**src/rtl/core/nta_pkg.sv**
```systemverilog
// shared types, constants and helper functions for the number to ascii text core
`timescale 1ns / 1ps
package nta_pkg;

  localparam int unsigned ValueWidth = 32;
  localparam int unsigned CharWidth  = 8;
  localparam int unsigned PowWidth   = 34;

  localparam logic [3:0] DecTopPos = 4'd9;
  localparam logic [3:0] HexTopPos = 4'd7;
  localparam logic [1:0] TopStep   = 2'd3;

  localparam logic [7:0] AsciiZero = 8'h30;
  localparam logic [7:0] AsciiX    = 8'h78;
  localparam logic [7:0] AsciiA    = 8'h41;

  typedef enum logic [2:0] {
    S_IDLE,
    S_PFX0,
    S_PFXX,
    S_CALC,
    S_EMIT
  } nta_state_t;

  typedef enum logic [1:0] {
    CH_ZERO,
    CH_X,
    CH_DIGIT
  } nta_char_sel_t;

  typedef struct packed {
    logic          load;
    logic          calc;
    logic          put_char;
    nta_char_sel_t char_sel;
    logic          advance;
  } nta_cmd_t;

  typedef struct packed {
    logic radix;
    logic step_zero;
    logic pos_zero;
    logic out_free;
    logic emit_need;
  } nta_sts_t;

  function automatic logic [PowWidth-1:0] pow10(input logic [3:0] pos);
    logic [PowWidth-1:0] p;
    case (pos)
      4'd0:    p = 34'd1;
      4'd1:    p = 34'd10;
      4'd2:    p = 34'd100;
      4'd3:    p = 34'd1000;
      4'd4:    p = 34'd10000;
      4'd5:    p = 34'd100000;
      4'd6:    p = 34'd1000000;
      4'd7:    p = 34'd10000000;
      4'd8:    p = 34'd100000000;
      4'd9:    p = 34'd1000000000;
      default: p = 34'd0;
    endcase
    return p;
  endfunction

  function automatic logic [CharWidth-1:0] digit_code(input logic [3:0] d);
    logic [CharWidth-1:0] c;
    if (d > 4'd9) begin
      c = AsciiA + {4'd0, d} - 8'd10;
    end else begin
      c = AsciiZero + {4'd0, d};
    end
    return c;
  endfunction

endpackage

```
**src/rtl/core/nta_in_if.sv**
```systemverilog
// request channel carrying the number to convert
`timescale 1ns / 1ps
interface nta_in_if;
  logic        valid;
  logic        ready;
  logic [31:0] value;

  modport source (output valid, output value, input ready);
  modport sink (input valid, input value, output ready);
endinterface

```
**src/rtl/core/nta_out_if.sv**
```systemverilog
// request channel carrying one ascii character of the text
`timescale 1ns / 1ps
interface nta_out_if;
  logic       valid;
  logic       ready;
  logic [7:0] char_code;
  logic       is_last;

  modport source (output valid, output char_code, output is_last, input ready);
  modport sink (input valid, input char_code, input is_last, output ready);
endinterface

```
**src/rtl/core/nta_ctrl.sv**
```systemverilog
// controller state machine sequencing prefix, digit extraction and emission
`timescale 1ns / 1ps
module nta_ctrl (
  input  logic              clk,
  input  logic              rst_n,
  input  logic              in_valid,
  output logic              in_ready,
  input  nta_pkg::nta_sts_t sts,
  output nta_pkg::nta_cmd_t cmd
);
  import nta_pkg::*;

  nta_state_t state_r, state_nxt;

  always_ff @(posedge clk) begin
    if (!rst_n) begin
      state_r <= S_IDLE;
    end else begin
      state_r <= state_nxt;
    end
  end

  always_comb begin
    state_nxt    = state_r;
    in_ready     = 1'b0;
    cmd.load     = 1'b0;
    cmd.calc     = 1'b0;
    cmd.put_char = 1'b0;
    cmd.char_sel = CH_DIGIT;
    cmd.advance  = 1'b0;
    case (state_r)
      S_IDLE: begin
        in_ready = 1'b1;
        if (in_valid) begin
          cmd.load  = 1'b1;
          state_nxt = sts.radix ? S_PFX0 : S_CALC;
        end
      end
      S_PFX0: begin
        cmd.char_sel = CH_ZERO;
        if (sts.out_free) begin
          cmd.put_char = 1'b1;
          state_nxt    = S_PFXX;
        end
      end
      S_PFXX: begin
        cmd.char_sel = CH_X;
        if (sts.out_free) begin
          cmd.put_char = 1'b1;
          state_nxt    = S_CALC;
        end
      end
      S_CALC: begin
        cmd.calc = 1'b1;
        // hex digits come from a nibble shift, decimal ones from four trial subtractions
        if (sts.radix || sts.step_zero) begin
          state_nxt = S_EMIT;
        end
      end
      S_EMIT: begin
        if (!sts.emit_need) begin
          cmd.advance = 1'b1;
          state_nxt   = S_CALC;
        end else if (sts.out_free) begin
          cmd.put_char = 1'b1;
          if (sts.pos_zero) begin
            state_nxt = S_IDLE;
          end else begin
            cmd.advance = 1'b1;
            state_nxt   = S_CALC;
          end
        end
      end
      default: begin
        state_nxt = S_IDLE;
      end
    endcase
  end

endmodule

```
**src/rtl/core/nta_datapath.sv**
```systemverilog
// datapath: radix register, digit extraction and output character register
`timescale 1ns / 1ps
module nta_datapath (
  input  logic              clk,
  input  logic              rst_n,
  input  logic              cfg_we,
  input  logic              cfg_wdata,
  input  logic [31:0]       in_value,
  input  nta_pkg::nta_cmd_t cmd,
  output nta_pkg::nta_sts_t sts,
  output logic              out_valid,
  input  logic              out_ready,
  output logic [7:0]        out_char_code,
  output logic              out_is_last
);
  import nta_pkg::*;

  logic                  radix_r;
  logic [ValueWidth-1:0] value_r, value_nxt;
  logic [3:0]            pos_r, pos_nxt;
  logic [1:0]            step_r, step_nxt;
  logic [3:0]            digit_r, digit_nxt;
  logic                  started_r, started_nxt;
  logic                  out_valid_r, out_valid_nxt;
  logic [CharWidth-1:0]  char_r, char_nxt;
  logic                  last_r, last_nxt;

  logic [PowWidth-1:0]   trial_w;
  logic [PowWidth-1:0]   value_ext;
  logic [PowWidth-1:0]   diff;
  logic                  fits;

  assign value_ext = {{(PowWidth-ValueWidth){1'b0}}, value_r};
  // current power of ten scaled by the bit weight under trial
  assign trial_w   = pow10(pos_r) << step_r;
  assign diff      = value_ext - trial_w;
  assign fits      = value_ext >= trial_w;

  assign sts.radix     = radix_r;
  assign sts.step_zero = (step_r == 2'd0);
  assign sts.pos_zero  = (pos_r == 4'd0);
  assign sts.out_free  = !out_valid_r || out_ready;
  assign sts.emit_need = started_r || (digit_r != 4'd0) || (pos_r == 4'd0);

  always_comb begin
    value_nxt     = value_r;
    pos_nxt       = pos_r;
    step_nxt      = step_r;
    digit_nxt     = digit_r;
    started_nxt   = started_r;
    char_nxt      = char_r;
    last_nxt      = last_r;
    out_valid_nxt = out_valid_r;

    if (out_valid_r && out_ready) begin
      out_valid_nxt = 1'b0;
    end

    if (cmd.load) begin
      value_nxt   = in_value;
      pos_nxt     = radix_r ? HexTopPos : DecTopPos;
      step_nxt    = TopStep;
      digit_nxt   = 4'd0;
      started_nxt = 1'b0;
    end

    if (cmd.calc) begin
      if (radix_r) begin
        digit_nxt = value_r[ValueWidth-1 -: 4];
        value_nxt = value_r << 4;
      end else begin
        if (fits) begin
          value_nxt         = diff[ValueWidth-1:0];
          digit_nxt[step_r] = 1'b1;
        end
        step_nxt = step_r - 2'd1;
      end
    end

    if (cmd.put_char) begin
      out_valid_nxt = 1'b1;
      case (cmd.char_sel)
        CH_ZERO: begin
          char_nxt = AsciiZero;
          last_nxt = 1'b0;
        end
        CH_X: begin
          char_nxt = AsciiX;
          last_nxt = 1'b0;
        end
        default: begin
          char_nxt    = digit_code(digit_r);
          last_nxt    = (pos_r == 4'd0);
          started_nxt = 1'b1;
        end
      endcase
    end

    if (cmd.advance) begin
      pos_nxt   = pos_r - 4'd1;
      digit_nxt = 4'd0;
    end
  end

  always_ff @(posedge clk) begin
    if (!rst_n) begin
      radix_r     <= 1'b0;
      out_valid_r <= 1'b0;
    end else begin
      if (cfg_we) begin
        radix_r <= cfg_wdata;
      end
      out_valid_r <= out_valid_nxt;
    end
  end

  always_ff @(posedge clk) begin
    value_r   <= value_nxt;
    pos_r     <= pos_nxt;
    step_r    <= step_nxt;
    digit_r   <= digit_nxt;
    started_r <= started_nxt;
    char_r    <= char_nxt;
    last_r    <= last_nxt;
  end

  assign out_valid     = out_valid_r;
  assign out_char_code = char_r;
  assign out_is_last   = last_r;

endmodule

```
**src/rtl/core/number_to_ascii_text_core.sv**
```systemverilog
// top level of the number to ascii text converter
`timescale 1ns / 1ps
// Converts one 32-bit unsigned number per request into ASCII text, most significant
// character first, leading zeros suppressed, is_last set on the final character.
// cfg_wdata = 0 gives decimal (1 to 10 digits), 1 gives "0x" and 1 to 8 uppercase hex
// digits. One number is worked at a time and every digit position is walked, even a
// suppressed leading zero. A decimal position takes four trial subtractions against
// a power-of-ten table and then an emit step; a hex position takes a shift of the
// top nibble and then an emit step, after the two prefix characters. A receiver
// holding off a character stalls the walk until the output register is free. The
// last character sits in the output register while the next number is accepted.
// Write the mode only while no conversion is in flight.
module number_to_ascii_text_core (
  input  logic      clk,
  input  logic      rst_n,
  nta_in_if.sink    in_chan,
  nta_out_if.source out_chan,
  input  logic      cfg_we,
  input  logic      cfg_wdata
);
  import nta_pkg::*;

  nta_cmd_t cmd;
  nta_sts_t sts;

  nta_ctrl u_ctrl (
    .clk      (clk),
    .rst_n    (rst_n),
    .in_valid (in_chan.valid),
    .in_ready (in_chan.ready),
    .sts      (sts),
    .cmd      (cmd)
  );

  nta_datapath u_datapath (
    .clk           (clk),
    .rst_n         (rst_n),
    .cfg_we        (cfg_we),
    .cfg_wdata     (cfg_wdata),
    .in_value      (in_chan.value),
    .cmd           (cmd),
    .sts           (sts),
    .out_valid     (out_chan.valid),
    .out_ready     (out_chan.ready),
    .out_char_code (out_chan.char_code),
    .out_is_last   (out_chan.is_last)
  );

endmodule
```
**src/flat_wrapper.sv**
```systemverilog
// flat-port wrapper written by rule: the top's interface ports become plain ports
module number_to_ascii_text_core_flat import nta_pkg::*;
  (clk, rst_n, cfg_we, cfg_wdata, in_chan_valid, in_chan_value, in_chan_ready, out_chan_valid, out_chan_char_code, out_chan_is_last, out_chan_ready);
  nta_in_if in_chan_i ();
  nta_out_if out_chan_i ();
  input  logic clk;
  input  logic rst_n;
  input  logic cfg_we;
  input  logic cfg_wdata;
  input wire logic [$bits(in_chan_i.valid)-1:0] in_chan_valid;
  input wire logic [$bits(in_chan_i.value)-1:0] in_chan_value;
  output wire logic [$bits(in_chan_i.ready)-1:0] in_chan_ready;
  output wire logic [$bits(out_chan_i.valid)-1:0] out_chan_valid;
  output wire logic [$bits(out_chan_i.char_code)-1:0] out_chan_char_code;
  output wire logic [$bits(out_chan_i.is_last)-1:0] out_chan_is_last;
  input wire logic [$bits(out_chan_i.ready)-1:0] out_chan_ready;
  assign in_chan_i.valid = in_chan_valid;
  assign in_chan_i.value = in_chan_value;
  assign in_chan_ready = in_chan_i.ready;
  assign out_chan_valid = out_chan_i.valid;
  assign out_chan_char_code = out_chan_i.char_code;
  assign out_chan_is_last = out_chan_i.is_last;
  assign out_chan_i.ready = out_chan_ready;
  number_to_ascii_text_core u_core (.clk(clk), .rst_n(rst_n), .in_chan(in_chan_i), .out_chan(out_chan_i), .cfg_we(cfg_we), .cfg_wdata(cfg_wdata));
endmodule
```
**config.mk**
```make
export PLATFORM = sky130hd
export DESIGN_NAME = number_to_ascii_text_core_flat
export DESIGN_NICKNAME = d
export VERILOG_FILES = /design/src/rtl/core/nta_pkg.sv /design/src/rtl/core/nta_in_if.sv /design/src/rtl/core/nta_out_if.sv /design/src/rtl/core/nta_ctrl.sv /design/src/rtl/core/nta_datapath.sv /design/src/rtl/core/number_to_ascii_text_core.sv /design/src/flat_wrapper.sv
export SDC_FILE = /design/constraint.sdc
export NUM_CORES = 1
export LEC_CHECK = 0
export BUFFER_PORTS_ARGS = -buffer_cell sky130_fd_sc_hd__buf_2
export CAP_MARGIN = 10
export CORE_MARGIN = 4
export CORE_UTILIZATION = 45
export DETAILED_ROUTE_END_ITERATION = 10
export HOLD_SLACK_MARGIN = 0.02
export PLACE_DENSITY = 0.7
export SYNTH_ARGS = -nofsm -noshare
export SYNTH_HDL_FRONTEND = slang
export SYNTH_SLANG_ARGS = --single-unit
```
**constraint.sdc**
```tcl
create_clock -name clk -period 7.1 [get_ports clk]
set_input_delay 0.355 -clock clk [delete_from_list [all_inputs] [get_ports clk]]
set_output_delay 0.355 -clock clk [all_outputs]
set_load 0.03 [all_outputs]
```
## After elaboration in Yosys (flattened, before gate mapping)

Memory sizes are Yosys's and may differ from the RTL's. A register that Yosys moved wholly into a read port is not among the register bits.
Cells that the tools add are included.

| word-level totals | value |
|---|---|
| output and inout bits | 11 |
| ROM bits | 480 |
| memories kept | 1 |
| word-level logic and storage cells | 95 |
| flip-flop bits (word level) | 57 |

| cells by class | value |
|---|---|
| multiplexer cells | 45 |
| bitwise gates (word level) | 1 |
| add/sub/neg operators | 6 |
| shift operators | 1 |
| reductions and logical operators | 17 |
| equality and inequality tests | 10 |
| $lt $le $gt $ge | 4 |

Memory list:

| memory | words | width | rd ports | clocked after Yosys merged registers in | write ports | RTL line | text |
|---|---|---|---|---|---|---|---|
| (name not given) | 16 | 30 | 1 | 1 | 0 | nta_pkg.sv:49 | `case (pos)` |

Operators with widths:

| cell | count |
|---|---|
| $mux W32 | 4 |
| $ge A32 B34 Y1 | 1 |
| $shl A34 B2 Y34 | 1 |
| $mux W4 | 8 |
| $sub A32 B32 Y32 | 1 |
| $mux W3 | 6 |
| $mux W1 | 16 |
| $pmux W8 S2 | 1 |
| $pmux W3 S5 | 1 |
| $mux W2 | 5 |
| $add A7 B4 Y8 const A | 1 |
| $mux W8 | 1 |
| $sub A8 B4 Y8 const B | 1 |
| $add A6 B4 Y7 const A | 1 |
| $eq A3 B2 Y1 const B | 2 |
| $reduce_and A5 Y1 | 1 |
| $gt A4 B4 Y1 const B | 1 |
| $logic_not A2 Y1 | 2 |
| $logic_not A4 Y1 | 1 |
| $logic_or A1 B1 Y1 | 4 |
| $ne A2 B1 Y1 const B | 2 |
| $ne A2 B2 Y1 const B | 2 |
| $or A4 B4 Y4 | 1 |
| $pmux W2 S2 | 1 |
| 16 further kinds | 19 |

## Longest topological paths before layout

| logic depth | value |
|---|---|
| word-level depth | 8 |
| depth in mapped cells | 17 |
| depth with buffers taken out | 14 |

## Cells and area by module

From an unflattened synthesis, not the netlist that was laid out.

| unflattened totals | value |
|---|---|
| cell total of the unflattened synthesis | 716 |
| area total of the unflattened synthesis | 6,098.3 um^2 |

By module, submodules not included:

| module | cells an instance | instances | sequential area each (um^2) | area each (um^2) |
|---|---|---|---|---|
| nta_datapath | 672 | 1 | 1,641.6 | 5,760.5 |
| nta_ctrl | 44 | 1 | 60.1 | 337.8 |

## Worst setup path after synthesis

OpenSTA, ideal clock, no wires.

| timing path | value |
|---|---|
| kind | register -> register |
| start | register u_core.u_datapath.step_r[0] |
| end | register u_core.u_datapath.value_r[31] |
| setup slack | 3.469 ns |
| cell stages (with the launch flop) | 16 |
| required time | 6.976 ns |
| library setup time | 0.124 ns |
| arrival time | 3.507 ns |
| path buffers | 3 |
| cell sequence | dfxtp_1 clkbuf_1 clkbuf_1 clkbuf_1 nand2_1 o21ai_0 ha_1 a21o_1 a211oi_2 nor2_1 o2111a_1 a2111oi_4 o31ai_2 a211oi_2 xor2_1 a21oi_1 |

| on the way | value |
|---|---|
| cells in the longest elaborated chain, start to end | 5 |
| elaborated cells on any way between the ends | 6 |

Ends and longest elaborated chain:

| what | RTL line | text |
|---|---|---|
| start: declaration | nta_datapath.sv:21 | `logic [1:0] step_r, step_nxt;` |
| start signal: assignment | nta_datapath.sv:120 | `step_r <= step_nxt;` |
| $shl A34 B2 Y34 (*) | nta_datapath.sv:35 | `assign trial_w = pow10(pos_r) << step_r;` |
| $sub A32 B32 Y32 or $ge A32 B34 Y1 (tied branches) | nta_datapath.sv:36, nta_datapath.sv:37 |  |
| $mux W32 (*) | nta_datapath.sv:72 | `if (fits) begin` |
| $mux W32 (*) | nta_datapath.sv:68 | `if (radix_r) begin` |
| $mux W32 (*) | nta_datapath.sv:67 | `if (cmd.calc) begin` |
| via u_core.u_datapath.value_nxt[31] | nta_datapath.sv:19 | `logic [ValueWidth-1:0] value_r, value_nxt;` |
| end signal: assignment | nta_datapath.sv:118 | `value_r <= value_nxt;` |
| end: declaration | nta_datapath.sv:19 |  |

The timed path passes the listed nets; every way through them passes the cells marked *.
A chain may end at the register's enable or synchronous reset.

## Worst setup path in the final report

| timing path | value |
|---|---|
| start | register u_core.u_datapath.step_r[0] |
| end | register u_core.u_datapath.value_r[6] |

Same word-level chain as after synthesis.

==> flow_metrics.py <==
metrics = {
    "yosys": {
        "synth_seq_area_share_pct": 26.6,
        "async_flop_share_pct": 0,
        "synthSimpleGateAreaFrac_pct": 18.8,
        "synthFlopType": "dfxtp_1",
        "yosys.area.top_type": "dfxtp_1",
        "synth_area_um2": 6400,
        "syn_inst": 803,
        "yosys_register_bits": 79,
        "synth_compound_area_share_pct": 26.2,
        "ys_warn_count": 0,
        "syn_area_per_cell_um2": 7.98,
        "syn_nets": 887,
        "synth_cell_types": 79,
        "synth_top_area_share_pct": 20.9,
        "synth_top_family_by_area": "compound AO/OA/AOI/OAI gates",
        "synth_xor_xnor_area_share_pct": 4.38,
        "muxShareOfSynthArea_pct": 8.99,
        "synth-edff-count": 12,
        "synthAdderAreaFrac_pct": 9.10,
        "netlist_top_cells_area": "dfxtp_1, ha_1, nand2_1, edfxtp_1, mux2i_1",
    },
    "setup_path": {
        "cp-start-kind": "register",
        "arrival_ps": 5140,
        "crit_type": "register to register",
        "required_ps": 7340,
        "cp-end-kind": "register",
        "path_max_fanout": 31,
    },
    "global_routing": {
        "grt.total_usage_pct": 22.2,
        "antenna_found_initial": 0,
        "grt_overflow": 0,
        "grt_pass1_wl_um": 28900,
        "grt_pass1_vias": 5564,
        "grt_max_degree": 39,
    },
    "placement": {
        "dp_cells": 985,
        "place.gp.congestion": 0.946,
        "portBuffers": 47,
        "dp_hpwl_um": 13100,
    },
    "floorplan": {
        "start_util_pct": 46.0,
        "die-height_um": 127,
        "row_count": 43,
        "dieWidth_um": 127,
        "dieArea_um2": 16200,
        "ios": 49,
        "coreArea_um2": 13900,
    },
    "sta": {
        "period_needed_ps": 4890,
        "skew_ps": 5.62,
        "worst_pin_slew_ps": 1080,
        "drv_slew": 0,
        "fin_setup_tns_ps": 0,
        "min_period_over_period_pct": 68.9,
        "hold_viol": 0,
        "slew_headroom_pct": 27.6,
        "setup_viol": 0,
        "fmax_ghz": 0.204,
        "rsz0062_at_grt": "no",
    },
    "layout": {
        "finish.net_count": 900,
        "antennaDiodeCount": 0,
        "fill_cells": 1352,
        "drive_above_1_share_pct": 12.9,
        "final_common_cell": "nand2_1",
        "area_growth_syn_to_layout_pct": 8.83,
        "final_cells": 1001,
        "mostFrequentLayoutCells": "nand2_1, nor2_1, dfxtp_1",
    },
    "route": {
        "wl_per_cell_um": 17.6,
        "drt_wl_total_um": 17700,
        "vias": 5896,
        "drt_iter0_drc": 526,
        "drc_errors": 0,
        "dr.pass1.iters": 5,
        "antenna_left": 0,
        "vias_per_cell": 5.89,
    },
    "clock_network": {
        "clk_latency_ps": 350,
        "cts_tree": "yes",
        "cts_resized": 0,
        "cts_setup_buffers": 0,
        "numCtsBuffers": 9,
        "cts-htree-levels": 3,
        "clockRootBuffer": "clkbuf_16",
        "clock_path_buffers": 2,
        "clkTransAtPathRegs_ps": 70,
        "cts.sinks": 79,
        "hold_buffers": 0,
    },
    "min_path": {
        "hold_path.class": "input pin to register",
    },
    "run": {
        "maxCapViolCount": 0,
    },
    "run_status": {
        "outcome": "finished, final reports clean",
    },
}
## critical path: stages, from the launching register on
cell      delay, ps
dfxtp_1        1040
inv_1           460
and3_1          280
ha_1            200
fa_1            380
nand2b_1        190
a21o_1          190
a21oi_1         300
o211a_1         270
o21a_2          520
nand2_2         430
o21ai_0         270
nand2_1          70
o211a_1         160
## metrics by stage
stage	hold WS, ps	area (um^2)	utilization, %	setup WS (ps)
6_report	268	6970	50.0	2210
5_1_grt	277	6970	50.0	1740
4_1_cts	257	6970	50.0	2250
3_5_place_dp	495	6670	47.8	2260
3_3_place_gp	486	6670	47.8	2380
2_1_floorplan	471	6400	-	3470
## layer usage
metal	part of all wire (%)	vias up	global-route usage, %
met5	0	-	0
met2	44	175	34.2
met4	2.1	0	7.00
met3	6.2	28	4.31
met1	48	2753	31.5
li1	-	2940	-
## area by class of cell
type	instances	area, um^2	share of cell area, %
inverters	38	143	2.05
clock inverters	6	55.1	0.790
multi-input cells	636	4320	62.0
flip-flops and latches	79	1700	24.4
repair buffers	52	273	3.91
clock buffers	10	250	3.59
well taps	180	225	3.23
## synth_stat cells, types with 6 or more instances
cell type / instances
buf_2: 13
nor3_1: 17
o21a_1: 10
xnor2_1: 19
nor2b_1: 16
mux2_2: 6
a21o_1: 16
o221ai_1: 9
nand3_1: 10
a31oi_1: 16
nand2_1: 98
dfxtp_1: 67
ha_1: 45
nand4_1: 8
o21ai_0: 45
nor2_1: 69
o22ai_1: 14
clkbuf_1: 27
inv_1: 38
mux4_2: 7
o21ai_1: 7
nand2b_1: 9
and2_1: 7
mux2i_1: 35
a211oi_1: 11
xor2_1: 13
a21oi_1: 66
edfxtp_1: 12
## cell families (layout without fill, tap and decap cells)
logic type / after synthesis / after routing
adder cells (fa/ha/maj): 46 / 46
flip-flops: 79 / 79
AND/OR/NAND/NOR: 260 / 260
AO/OA/AOI/OAI: 249 / 249
buffers and inverters: 88 / 106
XOR/XNOR: 32 / 32
multiplexers: 48 / 48
other: 1 / 1
## path summary, 6_finish.rpt
check	startpoint	to	slack, ps	cells past startpoint
worst max-delay path	u_core.u_datapath.step_r[0]	u_core.u_datapath.value_r[6]	2210	13
worst min register to register	u_core.u_datapath.started_r	u_core.u_datapath.started_r	510	2
worst min-delay path	rst_n	u_core.u_datapath.radix_r	270	2
worst max register to register	u_core.u_datapath.step_r[0]	u_core.u_datapath.value_r[6]	2210	13
Power is left out: the tool's default activity adds up to more than one toggle a clock period on the data nets, which glitch-free logic cannot reach.
